[src/rtl/cdt_pkg.sv]
package cdt_pkg;

    localparam int CFG_IDX_W = 3;
    localparam int CFG_W     = 16;

    localparam logic [CFG_IDX_W-1:0] CFG_RANGE_MIN = 3'd0;
    localparam logic [CFG_IDX_W-1:0] CFG_RANGE_MAX = 3'd1;
    localparam logic [CFG_IDX_W-1:0] CFG_CLOSE_MIN = 3'd2;
    localparam logic [CFG_IDX_W-1:0] CFG_HOLDOFF   = 3'd3;

    localparam int SQ_W   = 50;
    localparam int ROOT_W = 25;
    localparam int DIVN_W = 41;
    localparam int DIVD_W = 25;
    localparam int MUL_W  = 26;

    localparam logic FUNC_TICK = 1'b0;

    typedef enum logic [2:0] {
        V_THREAT      = 3'd0,
        V_NO_MOTION   = 3'd1,
        V_COINCIDENT  = 3'd2,
        V_OUT_RANGE   = 3'd3,
        V_RECEDING    = 3'd4,
        V_SLOW        = 3'd5,
        V_FULL        = 3'd6,
        V_TICK        = 3'd7
    } verdict_t;

    typedef enum logic [3:0] {
        S_IDLE,
        S_SQ,
        S_SQRT_V,
        S_SQRT_D,
        S_CHECK,
        S_PROD,
        S_DIVST,
        S_DIV,
        S_ESQ,
        S_EACC,
        S_SQRT_S,
        S_RECEDE,
        S_VV,
        S_SS,
        S_SQRT_C,
        S_DONE
    } state_t;

    typedef struct packed {
        logic               func;
        logic signed [23:0] pos_x;
        logic signed [23:0] pos_y;
        logic signed [23:0] pos_z;
        logic signed [15:0] vel_x;
        logic signed [15:0] vel_y;
        logic signed [15:0] vel_z;
        logic        [31:0] now_ms;
        logic        [7:0]  object_id;
    } in_item_t;

    typedef struct packed {
        logic       is_threat;
        logic [3:0] threat_slot;
        logic [4:0] threat_total;
        logic       warn_event;
        logic [2:0] verdict;
        logic [7:0] echo_id;
    } out_item_t;

endpackage

[src/rtl/cdt_chan_if.sv]
interface cdt_chan_if #(parameter type payload_t = logic);
    logic     valid;
    logic     ready;
    payload_t data;

    modport source (output valid, output data, input ready);
    modport sink (input valid, input data, output ready);
endinterface

[src/rtl/cdt_isqrt.sv]
module cdt_isqrt (
    input  logic                      clk,
    input  logic                      rst_n,
    input  logic                      start,
    input  logic [cdt_pkg::SQ_W-1:0]  x,
    output logic                      done,
    output logic [cdt_pkg::ROOT_W-1:0] root
);
    import cdt_pkg::*;

    logic [SQ_W-1:0]     x_reg;
    logic [ROOT_W+2:0]   rem_reg;
    logic [ROOT_W-1:0]   root_reg;
    logic [4:0]          cnt_reg;
    logic                busy_reg;
    logic                done_reg;
    logic [ROOT_W+4:0]   rem_sh;
    logic [ROOT_W+4:0]   trial;
    logic [ROOT_W+4:0]   diff;
    logic                ge;

    // Two radicand bits come down per step, one root bit goes out.
    always_comb
    begin
        rem_sh = {rem_reg, x_reg[SQ_W-1 -: 2]};
        trial  = {3'b000, root_reg, 2'b01};
        diff   = rem_sh - trial;
        ge     = (rem_sh >= trial);
    end

    always_ff @(posedge clk or negedge rst_n)
    begin
        if (!rst_n)
        begin
            busy_reg <= 1'b0;
            done_reg <= 1'b0;
            cnt_reg  <= '0;
        end
        else
        begin
            done_reg <= 1'b0;
            if (start)
            begin
                busy_reg <= 1'b1;
                cnt_reg  <= '0;
            end
            else if (busy_reg)
            begin
                cnt_reg <= cnt_reg + 5'd1;
                if (cnt_reg == 5'(ROOT_W - 1))
                begin
                    busy_reg <= 1'b0;
                    done_reg <= 1'b1;
                end
            end
        end
    end

    always_ff @(posedge clk)
    begin
        if (start)
        begin
            x_reg    <= x;
            rem_reg  <= '0;
            root_reg <= '0;
        end
        else if (busy_reg)
        begin
            x_reg    <= {x_reg[SQ_W-3:0], 2'b00};
            rem_reg  <= ge ? diff[ROOT_W+2:0] : rem_sh[ROOT_W+2:0];
            root_reg <= {root_reg[ROOT_W-2:0], ge};
        end
    end

    assign done = done_reg;
    assign root = root_reg;

endmodule

[src/rtl/cdt_divu.sv]
module cdt_divu (
    input  logic                       clk,
    input  logic                       rst_n,
    input  logic                       start,
    input  logic [cdt_pkg::DIVN_W-1:0] num,
    input  logic [cdt_pkg::DIVD_W-1:0] den,
    output logic                       done,
    output logic [cdt_pkg::DIVN_W-1:0] quot,
    output logic                       rem_nz
);
    import cdt_pkg::*;

    logic [DIVN_W-1:0] n_reg;
    logic [DIVD_W-1:0] d_reg;
    logic [DIVD_W-1:0] rem_reg;
    logic [5:0]        cnt_reg;
    logic              busy_reg;
    logic              done_reg;
    logic [DIVD_W:0]   rem_sh;
    logic [DIVD_W:0]   diff;
    logic              ge;

    // Restoring division: one quotient bit per cycle shifts into the numerator.
    always_comb
    begin
        rem_sh = {rem_reg, n_reg[DIVN_W-1]};
        diff   = rem_sh - {1'b0, d_reg};
        ge     = (rem_sh >= {1'b0, d_reg});
    end

    always_ff @(posedge clk or negedge rst_n)
    begin
        if (!rst_n)
        begin
            busy_reg <= 1'b0;
            done_reg <= 1'b0;
            cnt_reg  <= '0;
        end
        else
        begin
            done_reg <= 1'b0;
            if (start)
            begin
                busy_reg <= 1'b1;
                cnt_reg  <= '0;
            end
            else if (busy_reg)
            begin
                cnt_reg <= cnt_reg + 6'd1;
                if (cnt_reg == 6'(DIVN_W - 1))
                begin
                    busy_reg <= 1'b0;
                    done_reg <= 1'b1;
                end
            end
        end
    end

    always_ff @(posedge clk)
    begin
        if (start)
        begin
            n_reg   <= num;
            d_reg   <= den;
            rem_reg <= '0;
        end
        else if (busy_reg)
        begin
            n_reg   <= {n_reg[DIVN_W-2:0], ge};
            rem_reg <= ge ? diff[DIVD_W-1:0] : rem_sh[DIVD_W-1:0];
        end
    end

    assign done   = done_reg;
    assign quot   = n_reg;
    assign rem_nz = (rem_reg != '0);

endmodule

[src/rtl/closing_threat_detector_top.sv]
// Channel   Dir   Payload      Handshake
// in_ch     in    in_item_t    valid/ready, taken when both are high
// out_ch    out   out_item_t   valid/ready, taken when both are high
// cfg_*     in    16-bit data  write when cfg_we is high, no back-pressure
//
// A tick-start request goes straight to the result state. An object that is skipped early
// ends after two roots; the run time of a full test is set by the bit-serial root unit (25 steps
// per root, four roots) and the restoring divider (41 steps, three quotients).
// One request is worked on at a time; the next is taken once the result is parked
// in the output register, which holds while the sink stalls. Reset is asynchronous.
module closing_threat_detector_top #(
    parameter int MAX_THREATS = 16
) (
    input  logic                          clk,
    input  logic                          rst_n,
    cdt_chan_if.sink                      in_ch,
    cdt_chan_if.source                    out_ch,
    input  logic                          cfg_we,
    input  logic [cdt_pkg::CFG_IDX_W-1:0] cfg_index,
    input  logic [cdt_pkg::CFG_W-1:0]     cfg_data
);
    import cdt_pkg::*;

    localparam int CW = $clog2(MAX_THREATS + 1);

    state_t state_reg, state_next;
    logic [2:0] cnt_reg, cnt_next;
    logic [1:0] k_reg, k_next;

    logic signed [23:0] own_pos_reg [3];
    logic signed [15:0] own_vel_reg [3];
    logic [31:0] tick_time_reg, tick_time_next;
    logic [31:0] last_warn_reg, last_warn_next;
    logic [CW-1:0] count_reg, count_next;

    logic signed [16:0] rv_reg [3];
    logic signed [24:0] dd_reg [3];
    logic [7:0] id_reg;

    logic [33:0] v2_reg, v2_next;
    logic [49:0] d2_reg, d2_next;
    logic [16:0] v_reg, v_next;
    logic [24:0] d_reg, d_next;
    logic [37:0] s2_reg, s2_next;
    logic [18:0] s_reg, s_next;
    logic [37:0] t_reg, t_next;
    logic signed [2*MUL_W-1:0] prod_reg, prod_next;
    logic neg_reg, neg_next;
    logic signed [19:0] e_reg, e_next;

    logic [15:0] rmin_reg, rmax_reg, hold_reg;
    logic [14:0] csmin_reg;

    logic res_threat_reg, res_threat_next;
    logic [3:0] res_slot_reg, res_slot_next;
    logic res_warn_reg, res_warn_next;
    verdict_t res_verdict_reg, res_verdict_next;

    logic out_valid_reg, out_valid_next;
    out_item_t out_data_reg, out_data_next;

    logic load_own, load_obj;
    logic signed [MUL_W-1:0] mul_a, mul_b;
    logic [1:0] m_idx;
    logic sq_start, sq_done;
    logic [SQ_W-1:0] sq_x;
    logic [ROOT_W-1:0] sq_root;
    logic div_start, div_done, div_nz;
    logic [DIVN_W-1:0] div_n, div_q;
    logic [2*MUL_W-1:0] prod_mag;
    logic signed [19:0] q_val;
    logic signed [19:0] u_val;
    logic [28:0] lhs_rec, rhs_rec;
    logic [23:0] c_val;
    logic [31:0] elapsed;

    cdt_isqrt u_isqrt (
        .clk   (clk),
        .rst_n (rst_n),
        .start (sq_start),
        .x     (sq_x),
        .done  (sq_done),
        .root  (sq_root)
    );

    cdt_divu u_divu (
        .clk    (clk),
        .rst_n  (rst_n),
        .start  (div_start),
        .num    (div_n),
        .den    (d_reg),
        .done   (div_done),
        .quot   (div_q),
        .rem_nz (div_nz)
    );

    assign in_ch.ready  = (state_reg == S_IDLE);
    assign out_ch.valid = out_valid_reg;
    assign out_ch.data  = out_data_reg;

    always_ff @(posedge clk or negedge rst_n)
    begin
        if (!rst_n)
        begin
            state_reg     <= S_IDLE;
            cnt_reg       <= '0;
            k_reg         <= '0;
            tick_time_reg <= '0;
            last_warn_reg <= '0;
            count_reg     <= '0;
            out_valid_reg <= 1'b0;
            rmin_reg      <= 16'd100;
            rmax_reg      <= 16'd5000;
            csmin_reg     <= 15'd1000;
            hold_reg      <= 16'd5000;
            for (int i = 0; i < 3; i++)
            begin
                own_pos_reg[i] <= '0;
                own_vel_reg[i] <= '0;
            end
        end
        else
        begin
            state_reg     <= state_next;
            cnt_reg       <= cnt_next;
            k_reg         <= k_next;
            tick_time_reg <= tick_time_next;
            last_warn_reg <= last_warn_next;
            count_reg     <= count_next;
            out_valid_reg <= out_valid_next;
            if (load_own)
            begin
                own_pos_reg[0] <= in_ch.data.pos_x;
                own_pos_reg[1] <= in_ch.data.pos_y;
                own_pos_reg[2] <= in_ch.data.pos_z;
                own_vel_reg[0] <= in_ch.data.vel_x;
                own_vel_reg[1] <= in_ch.data.vel_y;
                own_vel_reg[2] <= in_ch.data.vel_z;
            end
            if (cfg_we)
            begin
                case (cfg_index)
                    CFG_RANGE_MIN: rmin_reg  <= cfg_data;
                    CFG_RANGE_MAX: rmax_reg  <= cfg_data;
                    CFG_CLOSE_MIN: csmin_reg <= cfg_data[14:0];
                    CFG_HOLDOFF:   hold_reg  <= cfg_data;
                    default:       ;
                endcase
            end
        end
    end

    always_ff @(posedge clk)
    begin
        v2_reg          <= v2_next;
        d2_reg          <= d2_next;
        v_reg           <= v_next;
        d_reg           <= d_next;
        s2_reg          <= s2_next;
        s_reg           <= s_next;
        t_reg           <= t_next;
        prod_reg        <= prod_next;
        neg_reg         <= neg_next;
        e_reg           <= e_next;
        res_threat_reg  <= res_threat_next;
        res_slot_reg    <= res_slot_next;
        res_warn_reg    <= res_warn_next;
        res_verdict_reg <= res_verdict_next;
        out_data_reg    <= out_data_next;
        if (load_own || load_obj)
        begin
            id_reg <= in_ch.data.object_id;
        end
        if (load_obj)
        begin
            rv_reg[0] <= 17'(in_ch.data.vel_x) - 17'(own_vel_reg[0]);
            rv_reg[1] <= 17'(in_ch.data.vel_y) - 17'(own_vel_reg[1]);
            rv_reg[2] <= 17'(in_ch.data.vel_z) - 17'(own_vel_reg[2]);
            dd_reg[0] <= 25'(own_pos_reg[0]) - 25'(in_ch.data.pos_x);
            dd_reg[1] <= 25'(own_pos_reg[1]) - 25'(in_ch.data.pos_y);
            dd_reg[2] <= 25'(own_pos_reg[2]) - 25'(in_ch.data.pos_z);
        end
    end

    // Shared datapath helpers.
    always_comb
    begin
        prod_mag = prod_reg[2*MUL_W-1] ? 52'(-prod_reg) : 52'(prod_reg);
        div_n    = prod_mag[DIVN_W-1:0];
        q_val    = $signed({1'b0, div_q[18:0]});
        u_val    = q_val + $signed({19'b0, div_nz});
        lhs_rec  = 29'(s_reg) * 29'd1000;
        rhs_rec  = 29'(v_reg) * 29'd1414;
        c_val    = sq_root[ROOT_W-1:1];
        elapsed  = tick_time_reg - last_warn_reg;
        m_idx    = (cnt_reg < 3'd3) ? cnt_reg[1:0] : 2'(cnt_reg - 3'd3);
    end

    always_comb
    begin
        state_next       = state_reg;
        cnt_next         = cnt_reg;
        k_next           = k_reg;
        tick_time_next   = tick_time_reg;
        last_warn_next   = last_warn_reg;
        count_next       = count_reg;
        v2_next          = v2_reg;
        d2_next          = d2_reg;
        v_next           = v_reg;
        d_next           = d_reg;
        s2_next          = s2_reg;
        s_next           = s_reg;
        t_next           = t_reg;
        neg_next         = neg_reg;
        e_next           = e_reg;
        res_threat_next  = res_threat_reg;
        res_slot_next    = res_slot_reg;
        res_warn_next    = res_warn_reg;
        res_verdict_next = res_verdict_reg;
        out_data_next    = out_data_reg;
        out_valid_next   = out_valid_reg && !out_ch.ready;
        load_own         = 1'b0;
        load_obj         = 1'b0;
        mul_a            = '0;
        mul_b            = '0;
        sq_start         = 1'b0;
        sq_x             = '0;
        div_start        = 1'b0;

        case (state_reg)
            S_IDLE:
            begin
                if (in_ch.valid)
                begin
                    res_threat_next = 1'b0;
                    res_slot_next   = '0;
                    res_warn_next   = 1'b0;
                    if (in_ch.data.func == FUNC_TICK)
                    begin
                        load_own         = 1'b1;
                        tick_time_next   = in_ch.data.now_ms;
                        count_next       = '0;
                        res_verdict_next = V_TICK;
                        state_next       = S_DONE;
                    end
                    else
                    begin
                        load_obj   = 1'b1;
                        v2_next    = '0;
                        d2_next    = '0;
                        cnt_next   = '0;
                        state_next = S_SQ;
                    end
                end
            end
            S_SQ:
            begin
                // Squares go one per cycle; each sum adds the product held in prod_reg.
                if (cnt_reg < 3'd3)
                begin
                    mul_a = MUL_W'(rv_reg[m_idx]);
                end
                else if (cnt_reg < 3'd6)
                begin
                    mul_a = MUL_W'(dd_reg[m_idx]);
                end
                mul_b = mul_a;
                if (cnt_reg >= 3'd1 && cnt_reg <= 3'd3)
                begin
                    v2_next = v2_reg + prod_reg[33:0];
                end
                if (cnt_reg >= 3'd4)
                begin
                    d2_next = d2_reg + prod_reg[49:0];
                end
                cnt_next = cnt_reg + 3'd1;
                if (cnt_reg == 3'd6)
                begin
                    sq_start   = 1'b1;
                    sq_x       = SQ_W'(v2_reg);
                    state_next = S_SQRT_V;
                end
            end
            S_SQRT_V:
            begin
                if (sq_done)
                begin
                    v_next     = sq_root[16:0];
                    sq_start   = 1'b1;
                    sq_x       = d2_reg;
                    state_next = S_SQRT_D;
                end
            end
            S_SQRT_D:
            begin
                if (sq_done)
                begin
                    d_next     = sq_root;
                    state_next = S_CHECK;
                end
            end
            S_CHECK:
            begin
                k_next  = '0;
                s2_next = '0;
                if (v2_reg == '0)
                begin
                    res_verdict_next = V_NO_MOTION;
                    state_next       = S_DONE;
                end
                else if (d2_reg == '0)
                begin
                    res_verdict_next = V_COINCIDENT;
                    state_next       = S_DONE;
                end
                else if (d_reg < 25'(rmin_reg) || d_reg > 25'(rmax_reg))
                begin
                    res_verdict_next = V_OUT_RANGE;
                    state_next       = S_DONE;
                end
                else
                begin
                    state_next = S_PROD;
                end
            end
            S_PROD:
            begin
                mul_a      = MUL_W'(dd_reg[k_reg]);
                mul_b      = $signed({9'b0, v_reg});
                state_next = S_DIVST;
            end
            S_DIVST:
            begin
                div_start  = 1'b1;
                neg_next   = prod_reg[2*MUL_W-1];
                state_next = S_DIV;
            end
            S_DIV:
            begin
                if (div_done)
                begin
                    // A negative quotient rounds toward minus infinity.
                    if (neg_reg)
                    begin
                        e_next = -u_val - 20'(rv_reg[k_reg]);
                    end
                    else
                    begin
                        e_next = q_val - 20'(rv_reg[k_reg]);
                    end
                    state_next = S_ESQ;
                end
            end
            S_ESQ:
            begin
                mul_a      = MUL_W'(e_reg);
                mul_b      = MUL_W'(e_reg);
                state_next = S_EACC;
            end
            S_EACC:
            begin
                s2_next = s2_reg + prod_reg[37:0];
                if (k_reg == 2'd2)
                begin
                    sq_start   = 1'b1;
                    sq_x       = SQ_W'(s2_next);
                    state_next = S_SQRT_S;
                end
                else
                begin
                    k_next     = k_reg + 2'd1;
                    state_next = S_PROD;
                end
            end
            S_SQRT_S:
            begin
                if (sq_done)
                begin
                    s_next     = sq_root[18:0];
                    state_next = S_RECEDE;
                end
            end
            S_RECEDE:
            begin
                if (lhs_rec > rhs_rec)
                begin
                    res_verdict_next = V_RECEDING;
                    state_next       = S_DONE;
                end
                else
                begin
                    mul_a      = $signed({9'b0, v_reg});
                    mul_b      = $signed({9'b0, v_reg});
                    state_next = S_VV;
                end
            end
            S_VV:
            begin
                t_next     = {prod_reg[35:0], 2'b00};
                mul_a      = $signed({7'b0, s_reg});
                mul_b      = $signed({7'b0, s_reg});
                state_next = S_SS;
            end
            S_SS:
            begin
                sq_start   = 1'b1;
                sq_x       = SQ_W'(t_reg - prod_reg[37:0]);
                state_next = S_SQRT_C;
            end
            S_SQRT_C:
            begin
                if (sq_done)
                begin
                    state_next = S_DONE;
                    if (c_val < 24'(csmin_reg))
                    begin
                        res_verdict_next = V_SLOW;
                    end
                    else if (count_reg >= CW'(MAX_THREATS))
                    begin
                        res_verdict_next = V_FULL;
                    end
                    else
                    begin
                        res_verdict_next = V_THREAT;
                        res_threat_next  = 1'b1;
                        res_slot_next    = 4'(count_reg);
                        count_next       = count_reg + CW'(1);
                        if (elapsed > 32'(hold_reg))
                        begin
                            last_warn_next = tick_time_reg;
                            res_warn_next  = 1'b1;
                        end
                    end
                end
            end
            S_DONE:
            begin
                if (!out_valid_reg || out_ch.ready)
                begin
                    out_valid_next             = 1'b1;
                    out_data_next.is_threat    = res_threat_reg;
                    out_data_next.threat_slot  = res_slot_reg;
                    out_data_next.threat_total =
                        (res_verdict_reg == V_TICK) ? 5'd0 : 5'(count_reg);
                    out_data_next.warn_event   = res_warn_reg;
                    out_data_next.verdict      = res_verdict_reg;
                    out_data_next.echo_id      = id_reg;
                    state_next                 = S_IDLE;
                end
            end
            default:
            begin
                state_next = S_IDLE;
            end
        endcase

        prod_next = mul_a * mul_b;
    end

    a_count_bound: assert property (@(posedge clk) disable iff (!rst_n)
        count_reg <= CW'(MAX_THREATS))
        else $error("threat count beyond limit");

    a_threat_verdict: assert property (@(posedge clk) disable iff (!rst_n)
        out_valid_reg && out_data_reg.is_threat |-> out_data_reg.verdict == V_THREAT)
        else $error("threat flag without threat verdict");

    a_warn_threat: assert property (@(posedge clk) disable iff (!rst_n)
        out_valid_reg && out_data_reg.warn_event |-> out_data_reg.is_threat)
        else $error("warning without threat");

    a_tick_clear: assert property (@(posedge clk) disable iff (!rst_n)
        in_ch.valid && in_ch.ready && in_ch.data.func == FUNC_TICK |=> count_reg == '0)
        else $error("tick start did not clear count");

endmodule

[src/flat_wrapper.sv]
// flat-port wrapper written by rule: the top's interface ports become plain ports
module closing_threat_detector_top_flat import cdt_pkg::*;
#(
    parameter int MAX_THREATS = 16
)
  (clk, rst_n, cfg_we, cfg_index, cfg_data, in_ch_valid, in_ch_data, in_ch_ready, out_ch_valid, out_ch_data, out_ch_ready);
  cdt_chan_if #(.payload_t(in_item_t)) in_ch_i ();
  cdt_chan_if #(.payload_t(out_item_t)) out_ch_i ();
  input  logic clk;
  input  logic rst_n;
  input  logic cfg_we;
  input  logic [cdt_pkg::CFG_IDX_W-1:0] cfg_index;
  input  logic [cdt_pkg::CFG_W-1:0] cfg_data;
  input wire logic [$bits(in_ch_i.valid)-1:0] in_ch_valid;
  input wire logic [$bits(in_ch_i.data)-1:0] in_ch_data;
  output wire logic [$bits(in_ch_i.ready)-1:0] in_ch_ready;
  output wire logic [$bits(out_ch_i.valid)-1:0] out_ch_valid;
  output wire logic [$bits(out_ch_i.data)-1:0] out_ch_data;
  input wire logic [$bits(out_ch_i.ready)-1:0] out_ch_ready;
  assign in_ch_i.valid = in_ch_valid;
  assign in_ch_i.data = in_ch_data;
  assign in_ch_ready = in_ch_i.ready;
  assign out_ch_valid = out_ch_i.valid;
  assign out_ch_data = out_ch_i.data;
  assign out_ch_i.ready = out_ch_ready;
  closing_threat_detector_top #(.MAX_THREATS(MAX_THREATS)) u_core (.clk(clk), .rst_n(rst_n), .in_ch(in_ch_i), .out_ch(out_ch_i), .cfg_we(cfg_we), .cfg_index(cfg_index), .cfg_data(cfg_data));
endmodule
[config.mk]
export PLATFORM = sky130hd
export DESIGN_NAME = closing_threat_detector_top_flat
export DESIGN_NICKNAME = d
export VERILOG_FILES = /design/src/rtl/cdt_pkg.sv /design/src/rtl/cdt_chan_if.sv /design/src/rtl/cdt_isqrt.sv /design/src/rtl/cdt_divu.sv /design/src/rtl/closing_threat_detector_top.sv /design/src/flat_wrapper.sv
export SDC_FILE = /design/constraint.sdc
export NUM_CORES = 2
export LEC_CHECK = 0
export ABC_CLOCK_PERIOD_IN_PS = 15670
export BUFFER_PORTS_ARGS = -buffer_cell sky130_fd_sc_hd__buf_2
export CAP_MARGIN = 5
export CORE_MARGIN = 5
export CORE_UTILIZATION = 65
export CTS_CLUSTER_SIZE = 20
export DETAILED_ROUTE_END_ITERATION = 8
export GPL_TIMING_DRIVEN = 1
export HOLD_SLACK_MARGIN = 0.03
export MAX_ROUTING_LAYER = met4
export PLACE_DENSITY = 0.8
export SLEW_MARGIN = 25
export SYNTH_ARGS = -nofsm -noshare
export SYNTH_HDL_FRONTEND = slang
export SYNTH_SLANG_ARGS = --single-unit
[constraint.sdc]
create_clock -name clk -period 15.67 [get_ports clk]
set_input_delay 2.3505 -clock clk [delete_from_list [all_inputs] [get_ports clk]]
set_output_delay 2.3505 -clock clk [all_outputs]
set_load 0.02 [all_outputs]
==> results_dict.tcl <==
set metrics [dict create \
    status "finished, final reports clean" \
    hold_path.class "reg -> reg" \
    grt.total_usage 0.368 \
    numClockSinks 927 \
    multi_input_area_um2 56000 \
    relSlewSlack 0.179 \
    wire_per_inst_um 22.0 \
    coreArea_um2 134000 \
    dpl_cell_area_um2 90900 \
    drt_iter0_drc 6206 \
    dieArea_um2 142000 \
    worst_slack_ps 802 \
    final_antenna_net_count 0 \
    fin_nets 11400 \
    rr_worst_depth 54 \
    yosysTopAreaCell "fa_1" \
    dr.pass1.iters 7 \
    vdd_ir_drop_max_mv 0.182 \
    grt_overflow_total 0 \
    grt_pass1_vias 71600 \
    rsz0062_at_grt "no" \
    synth_most_common_cell "inv_1" \
    row_count 134 \
    syn_to_final_growth_pct 8.28 \
    async_reset_ff_frac 0.299 \
    initial_core_util 0.655 \
    vias 70200 \
    power_uw 18000 \
    cts_tree "built" \
    numPortBuffers 208 \
    fin_crit_ps 14870 \
    cts_buffer_depth 3 \
    rrSetupSlack_ps 800 \
    cp-start-kind "register" \
    period_share 0.949 \
    drive_gt1_frac 0.0715 \
    endpoint "u_core.prod_reg[42]" \
    die_h_um 377 \
    yosys_warnings 0 \
    drt_wl_total_um 253000 \
    syn_nets 11300 \
    clock_latency_ps 750 \
    place_congestion 1.01 \
    crit_path_end_kind "register" \
    p_leak_uw 0.0446 \
    cpMaxStageDelayCell "o21ai_1" \
    yosys-top-cells-count "1446 x inv_1, 1031 x nand2_1, 825 x nor2_1, 815 x ha_1, 809 x fa_1" \
    rr_startpoint "u_core.v_reg[1]" \
    synth_flop_cell "edfxtp_1" \
    fin_area_um2 94700 \
    numCtsBuffers 102 \
    setup_viol 0 \
    synth_cell_types 86 \
    critPathKind "reg -> reg" \
    avgSynthCellArea_um2 9.25 \
    finClkSkew_ps 69.1 \
    grt_max_degree 97 \
    io_pins 209 \
    finalHoldViolations 0 \
    dp.final_hpwl_um 197000 \
    crit_required_ps 16260 \
    synth_enable_flop_cells 521 \
    fmax_mhz 67.3 \
    vias_per_cell 6.11 \
    path_max_fanout 11 \
    ys_seq_area_frac 0.288 \
    ys_ff_latch 927 \
    postSynthCellCount 9450 \
    crit_path_start "u_core.v_reg[1]" \
    antenna_found_initial 13 \
    p_per_area_nw_per_um2 190 \
    yosysTopAreaCellShare 0.185 \
    syn_area_um2 87500 \
    fin_util 0.709 \
    preCtsSetupSlack_ps 280 \
    r2r-end "u_core.prod_reg[42]" \
    path_clk_slew_ps 60 \
    regArea_um2 25200 \
    timing.setup.tns_ps 0 \
    cp.arrival_ps 15450 \
    final_max_slew_viol_count 0 \
    worst_pin_slew_ps 1230 \
    drc 0 \
    root_buffer "clkbuf_16" \
    die_width_um 377 \
    nFillCells 10100 \
    synth_area_leaders "fa_1 19%, edfxtp_1 18%, ha_1 12%" \
    cap_violations 0 \
    cpPeakStageDelay_ps 680 \
    htree_levels 3 \
    ctsHoldBuffers 0 \
    cp_common_cell "fa_1" \
    grt_pass1_wl_um 398000 \
    largest_reg_flops 75 \
]
==> where the power goes <==
part / internal (uW) / switching (uW)
registers: 3550 / 680
logic: 4310 / 6870
clock network: 1510 / 1100
total: 9370 / 8650
==> layout make-up <==
type	count	area share
timing repair buffer	345	0.0226
clock buffer	126	0.0294
sequential	927	0.266
multi-input combinational	6774	0.592
inverter	1452	0.0576
clock inverter	68	0.00901
tap	1768	0.0234
antenna	16	0.000423
==> worst min-delay path by stage <==
| stage | cells after the start | to | from |
|---|---|---|---|
| 2_1_floorplan | 0 | u_core.out_ch.data[0] | u_core.id_reg[0] |
| 6_report | 0 | u_core.out_ch.data[0] | u_core.id_reg[0] |
| 3_5_place_dp | 0 | u_core.out_ch.data[19] | u_core.res_slot_reg[2] |
| 4_1_cts | 0 | u_core.out_ch.data[7] | u_core.id_reg[7] |
| 3_3_place_gp | 0 | u_core.out_ch.data[7] | u_core.id_reg[7] |
| 5_1_grt | 0 | u_core.out_ch.data[1] | u_core.id_reg[1] |
==> what timing repair did <==
action / in CTS / in global routing
gates resized for setup: 0 / 8
setup endpoints to repair: 0 / 15
buffers inserted: 0 / 6
==> cell families after synthesis <==
| kind of cell | after synthesis | share of synthesized area |
|---|---|---|
| AND/OR/NAND/NOR | 2582 | 0.131 |
| other | 1 | 0.0000429 |
| flip-flops | 927 | 0.288 |
| multiplexers | 187 | 0.0222 |
| AO/OA/AOI/OAI | 1940 | 0.138 |
| adder cells (fa/ha/maj) | 1624 | 0.302 |
| buffers and inverters | 1750 | 0.0751 |
| XOR/XNOR | 439 | 0.0440 |
==> per-layer routing <==
layer | wire length, um | share of wire | vias up | track usage
met5 | 0 | 0 | - | -
met4 | 12200 | 0.048 | 0 | 0.149
met3 | 25500 | 0.10 | 701 | 0.0802
met2 | 114000 | 0.45 | 3292 | 0.569
met1 | 101000 | 0.40 | 34200 | 0.478
li1 | - | - | 32000 | -
==> cells in the final DEF (no fill, tap or decap), types with 151 or more instances in the layout <==
cell | netlist | final
edfxtp_1 | 521 | 521
nor2_1 | 825 | 823
o21ai_0 | 559 | 554
a21o_1 | 182 | 182
fa_1 | 809 | 809
xor2_1 | 151 | 151
xnor2_1 | 288 | 288
a21oi_1 | 522 | 508
dfrtp_1 | 258 | 254
buf_2 | 0 | 207
nand2_1 | 1031 | 1027
ha_1 | 815 | 815
inv_1 | 1446 | 1444
==> worst max-delay path, delay by kind of cell (launching register included) <==
family | cells | cell delay [ps]
flip-flops | 1 | 500
XOR/XNOR | 2 | 290
buffers and inverters | 10 | 980
AO/OA/AOI/OAI | 17 | 4340
adder cells (fa/ha/maj) | 15 | 6660
AND/OR/NAND/NOR | 10 | 1980
==> per-stage QoR <==
step / cells / hold WS (ps)
after floorplan: 9450 / 400
after global placement: 11300 / 404
after detailed placement: 11300 / 407
after CTS: 11500 / 420
after global routing: 11500 / 429
final: 11500 / 422
Power figures use the tool's default switching activity.
